File: src/rtl/givm_pkg.sv
// package: widths, constants and state type of the grouped weighted mean block
`default_nettype none

package givm_pkg;

    // field widths
    localparam int GS_W   = 7;
    localparam int RUN_W  = 20;
    localparam int VAL_W  = 24;
    localparam int ERR_W  = 16;

    // weight floor(2^32 / e^2) needs 33 bits, value * weight fits in 57 signed bits
    localparam int W_W    = 33;
    localparam int PROD_W = 57;

    // square root of a 33 bit quotient: 17 two-bit digits
    localparam int SQ_STEPS  = 17;
    localparam int ROOT_W    = 17;
    localparam int SQ_REM_W  = 18;
    localparam int SQ_CUR_W  = 20;

    // dividend 2^32 for both reciprocal divisions
    localparam logic [W_W-1:0] TWO_POW_32 = 33'h1_0000_0000;

    // saturated error output
    localparam logic [ERR_W-1:0] ERR_MAX = 16'hFFFF;

    typedef enum logic [3:0] {
        ST_IDLE,
        ST_WDIV,
        ST_MUL,
        ST_ACC,
        ST_MLOAD,
        ST_MDIV,
        ST_ELOAD,
        ST_EDIV,
        ST_SLOAD,
        ST_SQRT,
        ST_OUT
    } givm_state_t;

endpackage

`default_nettype wire

File: src/rtl/givm_if.sv
// channel interfaces: measurement input and group result output
`default_nettype none

interface givm_meas_if import givm_pkg::*; ();
    logic                    valid;
    logic                    ready;
    logic [RUN_W-1:0]        run_number;
    logic signed [VAL_W-1:0] value;
    logic [ERR_W-1:0]        error;
    logic                    end_of_list;

    modport source (
        output valid, run_number, value, error, end_of_list,
        input  ready
    );
    modport sink (
        input  valid, run_number, value, error, end_of_list,
        output ready
    );
endinterface

interface givm_res_if import givm_pkg::*; ();
    logic                    valid;
    logic                    ready;
    logic [RUN_W-1:0]        first_run;
    logic signed [VAL_W-1:0] mean;
    logic [ERR_W-1:0]        mean_error;

    modport source (
        output valid, first_run, mean, mean_error,
        input  ready
    );
    modport sink (
        input  valid, first_run, mean, mean_error,
        output ready
    );
endinterface

`default_nettype wire

File: src/rtl/grouped_inverse_variance_mean_top.sv
// top level: grouped inverse-variance weighted mean with a bit-serial divider and root unit
// each measurement runs from acceptance through the bit-serial divider for floor(2^32/e^2),
// then multiply and accumulate, before the next one can be accepted
// a closing measurement adds a mean division of NUM_W bits and a 33-bit reciprocal division
// on the same divider shift logic, then a 17-step square root
// the result sits in an output register; new measurements are accepted while it waits
// reset is asynchronous: accumulators and count clear, group_size returns to 1, no sweep
`default_nettype none

module grouped_inverse_variance_mean_top
    import givm_pkg::*;
#(
    parameter int MAX_GROUP = 64
) (
    input  wire logic            clk,
    input  wire logic            rst_n,
    givm_meas_if.sink            meas,
    givm_res_if.source           result,
    input  wire logic            cfg_we,
    input  wire logic [GS_W-1:0] cfg_wdata
);

    // sizes that follow from the largest group
    localparam int SIZE_MAX = (MAX_GROUP < 127) ? MAX_GROUP : 127;
    localparam int CNT_W    = $clog2(SIZE_MAX + 1);
    localparam int WS_W     = W_W + $clog2(SIZE_MAX);
    localparam int WV_W     = PROD_W + $clog2(SIZE_MAX);
    localparam int NUM_W    = WV_W;
    localparam int REM_W    = WS_W + 1;
    localparam int DCNT_W   = $clog2(NUM_W);
    localparam int SCNT_W   = $clog2(SQ_STEPS);

    localparam logic [GS_W-1:0]   SIZE_CAP   = GS_W'(SIZE_MAX);
    localparam logic [DCNT_W-1:0] DCNT_WLAST = DCNT_W'(W_W - 1);
    localparam logic [DCNT_W-1:0] DCNT_MLAST = DCNT_W'(NUM_W - 1);
    localparam logic [SCNT_W-1:0] SCNT_LAST  = SCNT_W'(SQ_STEPS - 1);
    localparam logic [NUM_W-1:0]  RECIP_NUM  = {TWO_POW_32, (NUM_W - W_W)'(0)};

    // control registers
    givm_state_t        state_reg, state_next;
    logic [GS_W-1:0]    group_size_reg, group_size_next;
    logic [CNT_W-1:0]   cnt_reg, cnt_next;
    logic signed [WV_W-1:0] wvs_reg, wvs_next;
    logic [WS_W-1:0]    ws_reg, ws_next;
    logic [DCNT_W-1:0]  dcnt_reg, dcnt_next;
    logic [SCNT_W-1:0]  scnt_reg, scnt_next;
    logic               out_valid_reg, out_valid_next;

    // payload registers
    logic [RUN_W-1:0]         first_run_reg, first_run_next;
    logic [RUN_W-1:0]         run_reg, run_next;
    logic signed [VAL_W-1:0]  val_reg, val_next;
    logic                     last_reg, last_next;
    logic signed [PROD_W-1:0] prod_reg, prod_next;
    logic                     neg_reg, neg_next;
    logic [VAL_W-1:0]         mean_reg, mean_next;
    logic [NUM_W-1:0]         num_reg, num_next;
    logic [WS_W-1:0]          rem_reg, rem_next;
    logic [WS_W-1:0]          den_reg, den_next;
    logic [2*SQ_STEPS-1:0]    sq_x_reg, sq_x_next;
    logic [SQ_REM_W-1:0]      sq_rem_reg, sq_rem_next;
    logic [ROOT_W-1:0]        root_reg, root_next;
    logic [RUN_W-1:0]         out_run_reg, out_run_next;
    logic [VAL_W-1:0]         out_mean_reg, out_mean_next;
    logic [ERR_W-1:0]         out_err_reg, out_err_next;

    // combinational helpers
    logic                  accept;
    logic                  in_ready;
    logic                  out_load;
    logic [ERR_W-1:0]      err_fix;
    logic [2*ERR_W-1:0]    err_sq;
    logic [REM_W-1:0]      rem_sh;
    logic [REM_W-1:0]      den_ext;
    logic                  div_ge;
    logic [WS_W-1:0]       div_rem;
    logic [NUM_W-1:0]      div_num;
    logic [SQ_CUR_W-1:0]   sq_cur;
    logic [SQ_CUR_W-1:0]   sq_trial;
    logic                  sq_ge;
    logic [GS_W-1:0]       size_eff;
    logic                  group_close;
    logic [W_W-1:0]        weight;

    // squared error, a zero code counts as one
    assign err_fix = (meas.error == '0) ? ERR_W'(1) : meas.error;
    assign err_sq  = (2*ERR_W)'(err_fix) * (2*ERR_W)'(err_fix);

    // one restoring division step, quotient bits shift into the dividend register
    assign rem_sh  = {rem_reg, num_reg[NUM_W-1]};
    assign den_ext = {1'b0, den_reg};
    assign div_ge  = (rem_sh >= den_ext);
    assign div_rem = div_ge ? WS_W'(rem_sh - den_ext) : rem_sh[WS_W-1:0];
    assign div_num = {num_reg[NUM_W-2:0], div_ge};

    // one square root digit step
    assign sq_cur   = {sq_rem_reg, sq_x_reg[2*SQ_STEPS-1 -: 2]};
    assign sq_trial = SQ_CUR_W'({root_reg, 2'b01});
    assign sq_ge    = (sq_cur >= sq_trial);

    // effective group size: zero means one, large values saturate
    always_comb
    begin
        if (group_size_reg == '0)
        begin
            size_eff = GS_W'(1);
        end
        else if (group_size_reg > SIZE_CAP)
        begin
            size_eff = SIZE_CAP;
        end
        else
        begin
            size_eff = group_size_reg;
        end
    end

    assign group_close = (GS_W'(cnt_reg) >= size_eff) || last_reg;
    assign weight      = num_reg[W_W-1:0];

    // handshake outputs
    assign in_ready = (state_reg == ST_IDLE);
    assign accept   = meas.valid && in_ready;
    assign out_load = (state_reg == ST_OUT) && (!out_valid_reg || result.ready);

    assign meas.ready        = in_ready;
    assign result.valid      = out_valid_reg;
    assign result.first_run  = out_run_reg;
    assign result.mean       = out_mean_reg;
    assign result.mean_error = out_err_reg;

    // next state
    always_comb
    begin
        state_next = state_reg;
        unique case (state_reg)
            ST_IDLE:
            begin
                if (meas.valid)
                begin
                    state_next = ST_WDIV;
                end
            end
            ST_WDIV:
            begin
                if (dcnt_reg == DCNT_WLAST)
                begin
                    state_next = ST_MUL;
                end
            end
            ST_MUL:   state_next = ST_ACC;
            ST_ACC:   state_next = group_close ? ST_MLOAD : ST_IDLE;
            ST_MLOAD: state_next = ST_MDIV;
            ST_MDIV:
            begin
                if (dcnt_reg == DCNT_MLAST)
                begin
                    state_next = ST_ELOAD;
                end
            end
            ST_ELOAD: state_next = ST_EDIV;
            ST_EDIV:
            begin
                if (dcnt_reg == DCNT_WLAST)
                begin
                    state_next = ST_SLOAD;
                end
            end
            ST_SLOAD: state_next = ST_SQRT;
            ST_SQRT:
            begin
                if (scnt_reg == SCNT_LAST)
                begin
                    state_next = ST_OUT;
                end
            end
            ST_OUT:
            begin
                if (!out_valid_reg || result.ready)
                begin
                    state_next = ST_IDLE;
                end
            end
            default:  state_next = ST_IDLE;
        endcase
    end

    // datapath next values
    always_comb
    begin
        group_size_next = cfg_we ? cfg_wdata : group_size_reg;
        cnt_next        = cnt_reg;
        wvs_next        = wvs_reg;
        ws_next         = ws_reg;
        dcnt_next       = dcnt_reg;
        scnt_next       = scnt_reg;
        first_run_next  = first_run_reg;
        run_next        = run_reg;
        val_next        = val_reg;
        last_next       = last_reg;
        prod_next       = prod_reg;
        neg_next        = neg_reg;
        mean_next       = mean_reg;
        num_next        = num_reg;
        rem_next        = rem_reg;
        den_next        = den_reg;
        sq_x_next       = sq_x_reg;
        sq_rem_next     = sq_rem_reg;
        root_next       = root_reg;
        out_run_next    = out_run_reg;
        out_mean_next   = out_mean_reg;
        out_err_next    = out_err_reg;
        out_valid_next  = result.ready ? 1'b0 : out_valid_reg;

        unique case (state_reg)
            ST_IDLE:
            begin
                // capture the transaction and start the weight division
                if (accept)
                begin
                    run_next  = meas.run_number;
                    val_next  = meas.value;
                    last_next = meas.end_of_list;
                    den_next  = WS_W'(err_sq);
                    num_next  = RECIP_NUM;
                    rem_next  = '0;
                    dcnt_next = '0;
                end
            end
            ST_WDIV, ST_MDIV, ST_EDIV:
            begin
                num_next  = div_num;
                rem_next  = div_rem;
                dcnt_next = dcnt_reg + 1'b1;
            end
            ST_MUL:
            begin
                // weighted value and weight sum
                prod_next = $signed(PROD_W'(val_reg)) * $signed(PROD_W'({1'b0, weight}));
                ws_next   = ws_reg + WS_W'(weight);
                cnt_next  = cnt_reg + 1'b1;
                if (cnt_reg == '0)
                begin
                    first_run_next = run_reg;
                end
            end
            ST_ACC:
            begin
                wvs_next = wvs_reg + WV_W'(prod_reg);
            end
            ST_MLOAD:
            begin
                // divide the magnitude, fix the sign afterwards
                neg_next  = wvs_reg[WV_W-1];
                num_next  = wvs_reg[WV_W-1] ? NUM_W'($unsigned(-wvs_reg))
                                            : NUM_W'($unsigned(wvs_reg));
                den_next  = ws_reg;
                rem_next  = '0;
                dcnt_next = '0;
            end
            ST_ELOAD:
            begin
                mean_next = neg_reg ? (~num_reg[VAL_W-1:0] + 1'b1) : num_reg[VAL_W-1:0];
                num_next  = RECIP_NUM;
                rem_next  = '0;
                dcnt_next = '0;
            end
            ST_SLOAD:
            begin
                sq_x_next   = {1'b0, num_reg[W_W-1:0]};
                sq_rem_next = '0;
                root_next   = '0;
                scnt_next   = '0;
            end
            ST_SQRT:
            begin
                sq_x_next   = {sq_x_reg[2*SQ_STEPS-3:0], 2'b00};
                sq_rem_next = SQ_REM_W'(sq_ge ? (sq_cur - sq_trial) : sq_cur);
                root_next   = {root_reg[ROOT_W-2:0], sq_ge};
                scnt_next   = scnt_reg + 1'b1;
            end
            ST_OUT:
            begin
                // publish the result and clear the group
                if (out_load)
                begin
                    out_run_next   = first_run_reg;
                    out_mean_next  = mean_reg;
                    out_err_next   = root_reg[ROOT_W-1] ? ERR_MAX : root_reg[ERR_W-1:0];
                    out_valid_next = 1'b1;
                    wvs_next       = '0;
                    ws_next        = '0;
                    cnt_next       = '0;
                end
            end
            default:
            begin
            end
        endcase
    end

    // control registers
    always_ff @(posedge clk or negedge rst_n)
    begin
        if (!rst_n)
        begin
            state_reg      <= ST_IDLE;
            group_size_reg <= GS_W'(1);
            cnt_reg        <= '0;
            wvs_reg        <= '0;
            ws_reg         <= '0;
            dcnt_reg       <= '0;
            scnt_reg       <= '0;
            out_valid_reg  <= 1'b0;
        end
        else
        begin
            state_reg      <= state_next;
            group_size_reg <= group_size_next;
            cnt_reg        <= cnt_next;
            wvs_reg        <= wvs_next;
            ws_reg         <= ws_next;
            dcnt_reg       <= dcnt_next;
            scnt_reg       <= scnt_next;
            out_valid_reg  <= out_valid_next;
        end
    end

    // payload registers
    always_ff @(posedge clk)
    begin
        first_run_reg <= first_run_next;
        run_reg       <= run_next;
        val_reg       <= val_next;
        last_reg      <= last_next;
        prod_reg      <= prod_next;
        neg_reg       <= neg_next;
        mean_reg      <= mean_next;
        num_reg       <= num_next;
        rem_reg       <= rem_next;
        den_reg       <= den_next;
        sq_x_reg      <= sq_x_next;
        sq_rem_reg    <= sq_rem_next;
        root_reg      <= root_next;
        out_run_reg   <= out_run_next;
        out_mean_reg  <= out_mean_next;
        out_err_reg   <= out_err_next;
    end

endmodule

`default_nettype wire

File: src/flat_wrapper.sv
// flat-port wrapper written by rule: the top's interface ports become plain ports
module grouped_inverse_variance_mean_top_flat import givm_pkg::*;
#(
    parameter int MAX_GROUP = 64
)
  (clk, rst_n, cfg_we, cfg_wdata, meas_valid, meas_run_number, meas_value, meas_error, meas_end_of_list, meas_ready, result_valid, result_first_run, result_mean, result_mean_error, result_ready);
  givm_meas_if meas_i ();
  givm_res_if result_i ();
  input  wire logic clk;
  input  wire logic rst_n;
  input  wire logic cfg_we;
  input  wire logic [GS_W-1:0] cfg_wdata;
  input wire logic [$bits(meas_i.valid)-1:0] meas_valid;
  input wire logic [$bits(meas_i.run_number)-1:0] meas_run_number;
  input wire logic [$bits(meas_i.value)-1:0] meas_value;
  input wire logic [$bits(meas_i.error)-1:0] meas_error;
  input wire logic [$bits(meas_i.end_of_list)-1:0] meas_end_of_list;
  output wire logic [$bits(meas_i.ready)-1:0] meas_ready;
  output wire logic [$bits(result_i.valid)-1:0] result_valid;
  output wire logic [$bits(result_i.first_run)-1:0] result_first_run;
  output wire logic [$bits(result_i.mean)-1:0] result_mean;
  output wire logic [$bits(result_i.mean_error)-1:0] result_mean_error;
  input wire logic [$bits(result_i.ready)-1:0] result_ready;
  assign meas_i.valid = meas_valid;
  assign meas_i.run_number = meas_run_number;
  assign meas_i.value = meas_value;
  assign meas_i.error = meas_error;
  assign meas_i.end_of_list = meas_end_of_list;
  assign meas_ready = meas_i.ready;
  assign result_valid = result_i.valid;
  assign result_first_run = result_i.first_run;
  assign result_mean = result_i.mean;
  assign result_mean_error = result_i.mean_error;
  assign result_i.ready = result_ready;
  grouped_inverse_variance_mean_top #(.MAX_GROUP(MAX_GROUP)) u_core (.clk(clk), .rst_n(rst_n), .meas(meas_i), .result(result_i), .cfg_we(cfg_we), .cfg_wdata(cfg_wdata));
endmodule
File: config.mk
export PLATFORM = sky130hd
export DESIGN_NAME = grouped_inverse_variance_mean_top_flat
export DESIGN_NICKNAME = d
export VERILOG_FILES = /design/src/rtl/givm_pkg.sv /design/src/rtl/givm_if.sv /design/src/rtl/grouped_inverse_variance_mean_top.sv /design/src/flat_wrapper.sv
export SDC_FILE = /design/constraint.sdc
export NUM_CORES = 2
export LEC_CHECK = 0
export BUFFER_PORTS_ARGS = -buffer_cell sky130_fd_sc_hd__buf_2
export CORE_MARGIN = 2
export CORE_UTILIZATION = 29
export CTS_BUF_LIST = sky130_fd_sc_hd__clkbuf_8
export DETAILED_ROUTE_END_ITERATION = 7
export GPL_TIMING_DRIVEN = 0
export PLACE_DENSITY = 0.44
export SYNTH_ARGS = -nofsm -noshare
export SYNTH_HDL_FRONTEND = slang
export SYNTH_SLANG_ARGS = --single-unit
File: constraint.sdc
create_clock -name clk -period 8.65 [get_ports clk]
set_clock_uncertainty 0.15 [all_clocks]
set_input_delay 1.73 -clock clk [delete_from_list [all_inputs] [get_ports clk]]
set_output_delay 1.73 -clock clk [all_outputs]
set_load 0.05 [all_outputs]
==> metrics.md <==
| Metric | Value |
|---|---|
| Post-detailed-placement half-perimeter wirelength | `approximately 180000 µm` |
| Boundary pin count | `approximately 140` |
| Critical path type | `flip-flop to flip-flop` |
| Final critical-path required period | `8.59 ns` |
| Clock root buffer | `sky130_fd_sc_hd__clkbuf_8` |
| Die H | `470 µm` |
| Number of hold buffers added after CTS | `0` |
| Synthesized-area fraction occupied by ao, oa, aoi and oai cells | `between 10% and 20%` |
| Setup slack at placement | `-2.68 ns` |
| First-pass GRT wire length | `around 340000 µm` |
| Gpl congestion | `between 0.9 and 1` |
| Maximum number of pins on one net before global-route repair | `around 80` |
| Adder and majority cell fraction of the synthesized area | `36.4%` |
| Die width | `approximately 470 µm` |
| Number of enable-type register cells in the synthesized netlist | `~420` |
| DRT antenna net count | `0` |
| PortBufs | `between 100 and 150` |
| Startpoint Class | `flip-flop` |
| Clock tree buffer depth | `3` |
| Area added between synthesis and finish | `12.3%` |
| Nets in the synthesized netlist | `approximately 8000` |
| Starting Density | `a little under 30%` |
| Die outline area | `between 0.2 and 0.25 mm²` |
| Number of H-tree levels | `3` |
| 1st-iter DRT viols | `3892` |
| Final Routed Wirelength | `~230000 µm` |
| Area of combinational cells with multiple inputs | `between 0.04 and 0.05 mm²` |
| Share of synthesized area spent on multiplexers | `0.411%` |
| Number of filler instances in the final layout | `~23000` |
| Filler-free cell count of the finished design | `roughly 10000` |
| Number of cell rows | `171` |
| Most frequent standard cell in the layout excluding fill and tap cells | `sky130_fd_sc_hd__inv_1` |
| Fin crit share | `99.3%` |
| Post-Synth Simple-Gate Area | `between 10% and 20%` |
| Avg Cell Area, Syn | `roughly 9.5 µm²` |
| Worst-case setup margin in the final layout | `~0.064 ns` |
| Combinational family with the most area after synthesis | `adder cells` |
| GRT Total Usage | `about a fifth` |
| Achievable clock frequency | `0.116 GHz` |
| Number of distinct library cells after synthesis | `just under 80` |
| Storage element area | `about 0.016 mm²` |
| Clock latency on the worst-skew pair | `0.86 ns` |
| Mean number of vias per cell | `slightly below 5` |
| Number of buffers created by CTS | `between 100 and 150` |
| Area of the core | `between 0.2 and 0.25 mm²` |
| Final core utilization | `32.7%` |
| Data arrival time at the worst-slack endpoint | `roughly 9 ns` |
| Final-report max-slew violation count | `0` |
| Routed vias | `roughly 50000` |
| Setup Total Neg Slack | `0 ns` |
| TritonCTS clock tree | `done` |
| Status | `finished, final reports clean` |
| Xor/xnor share of the synthesized area | `4.21%` |
| Via count of the first global-routing pass | `between 50000 and 60000` |
| NumNets Final | `around 8300` |
| Least-Margin Pin Slew | `~1.4 ns` |
| Number of detailed-routing iterations run before antenna repair | `6` |
| Min-delay worst type | `flip-flop to flip-flop` |
| DRC violations left | `0` |
| Required time at the worst-slack endpoint | `9.05 ns` |
| Most frequent cells in the layout | `sky130_fd_sc_hd__inv_1, sky130_fd_sc_hd__nand2_1, sky130_fd_sc_hd__fa_1` |
| TritonCTS Sinks | `549` |
| Sequential element share of the synthesized area | `about a quarter` |
| RSZ-0062 raised after global routing | `true` |
| Count of final hold-check violations | `0` |
| Relative slew slack | `9.25%` |
| Post-synthesis register bit count | `roughly 550` |
| Setup Viol. Count Final | `0` |
| Total of warnings raised by yosys | `0` |
| Number of antenna violations at the first check in global routing | `39` |
| Critical path capture point type | `flip-flop` |
| Cell area after synthesis | `approximately 0.063 mm²` |
| Gate count after technology mapping | `between 6000 and 7000` |
| Most used flip-flop cell after synthesis | `sky130_fd_sc_hd__edfxtp_1` |
| Maxcap violations | `0` |
| DR WL/cell | `23.4 µm` |
| Total grt overflow | `0` |
| Ratio of cells with drive above 1 in the final layout | `8.18%` |
| Clock transition at the registers of the reported paths | `around 0.07 ns` |
| Number of placed instances with taps included | `around 9600` |
| CP max FO | `10` |
| Asr flop ratio synth | `around 24%` |
-- worst max-delay path: stages, from the launching register on --
cell                       delay [ns]
sky130_fd_sc_hd__edfxtp_1        0.56
sky130_fd_sc_hd__clkbuf_8        0.34
sky130_fd_sc_hd__clkbuf_8        0.33
sky130_fd_sc_hd__and2_1          0.19
sky130_fd_sc_hd__fa_1            0.46
sky130_fd_sc_hd__fa_1            0.60
sky130_fd_sc_hd__inv_1           0.07
sky130_fd_sc_hd__fa_1            0.50
sky130_fd_sc_hd__fa_1            0.51
sky130_fd_sc_hd__inv_1           0.05
sky130_fd_sc_hd__fa_1            0.53
sky130_fd_sc_hd__fa_1            0.52
sky130_fd_sc_hd__inv_1           0.05
sky130_fd_sc_hd__fa_1            0.50
sky130_fd_sc_hd__inv_1           0.05
sky130_fd_sc_hd__ha_2            0.45
sky130_fd_sc_hd__nand2_1         0.12
sky130_fd_sc_hd__or4_1           0.55
sky130_fd_sc_hd__nor3_2          0.15
sky130_fd_sc_hd__nor2_2          0.11
sky130_fd_sc_hd__a21oi_4         0.20
sky130_fd_sc_hd__buf_12          0.14
sky130_fd_sc_hd__a21oi_2         0.09
sky130_fd_sc_hd__o21ai_2         0.22
sky130_fd_sc_hd__a41o_2          0.28
sky130_fd_sc_hd__nor4bb_1        0.06
sky130_fd_sc_hd__or4_1           0.51
-- final timing paths --
path / cells past startpoint / start / end / slack (ns)
min: 0 / u_core.run_reg[19]$_DFFE_PP_ / u_core.first_run_reg[19]$_DFFE_PP_ / 0.26
max: 26 / u_core.num_reg[21]$_DFFE_PP_ / u_core.prod_reg[55]$_DFFE_PP_ / 0.06
min reg2reg: 0 / u_core.run_reg[19]$_DFFE_PP_ / u_core.first_run_reg[19]$_DFFE_PP_ / 0.26
max reg2reg: 26 / u_core.num_reg[21]$_DFFE_PP_ / u_core.prod_reg[55]$_DFFE_PP_ / 0.06
min in group asynchronous: 1 / rst_n / u_core.group_size_reg[2]$_DFFE_PN0P_ / 0.69
max in group asynchronous: 2 / rst_n / u_core.wvs_reg[59]$_DFFE_PN0P_ / 6.68
-- layer usage --
metal  global-route usage (%)  part of all wire (%)  up-vias
met5                        0                 0.010        -
met4                     6.07                   3.5        4
met3                     3.48                   6.8      378
met2                     34.1                    46     1554
met1                     28.5                    44    24900
li1                         -                     -    22000
-- stage by stage --
step                      hold slack (ns)  instance area [µm²]
after floorplan                     0.250                63100
after global placement              0.250                67300
after detailed placement            0.255                67600
after CTS                           0.260                70400
after global routing                0.269                70800
final                               0.262                70900
-- cells by family after synthesis --
family | after synthesis
muxes | 25
DFF | 549
AOI/OAI and AO/OA | 1027
adders and majority gates | 1326
and+or+nand+nor | 1987
buffers and inverters | 1431
xor gates and xnor gates | 303
-- synthesized netlist by cell type, types with 149 or more instances --
master,count,area share (%)
sky130_fd_sc_hd__nand2_1,917,5.5
sky130_fd_sc_hd__fa_1,847,27
sky130_fd_sc_hd__a21oi_1,270,2.1
sky130_fd_sc_hd__clkbuf_1,303,1.8
sky130_fd_sc_hd__o21ai_0,274,2.2
sky130_fd_sc_hd__nor2_1,220,1.3
sky130_fd_sc_hd__ha_1,479,9.5
sky130_fd_sc_hd__edfxtp_1,417,20
sky130_fd_sc_hd__inv_1,1105,6.6
sky130_fd_sc_hd__and2_1,468,4.6
sky130_fd_sc_hd__xor2_1,149,2.1
sky130_fd_sc_hd__xnor2_1,154,2.1
-- timing repair --
item,4_1_cts,5_1_grt
pin swaps,2,5
resized for setup,212,134
setup buffers,34,33
endpoints found under the setup margin,35,24
-- layout make-up --
class | count | area share [%]
clock inverters | 79 | 0.773
clock buffers | 110 | 2.14
well taps | 2854 | 5.04
plain buffers | 311 | 2.34
inverters | 1106 | 5.87
multi-input cells | 4668 | 59.3
diodes | 16 | 0.0565
flip-flops and latches | 549 | 22.3
repair buffers | 209 | 2.16
Power is left out: the tool's default activity adds up to more than one toggle a clock period on the data nets, which glitch-free logic cannot reach.
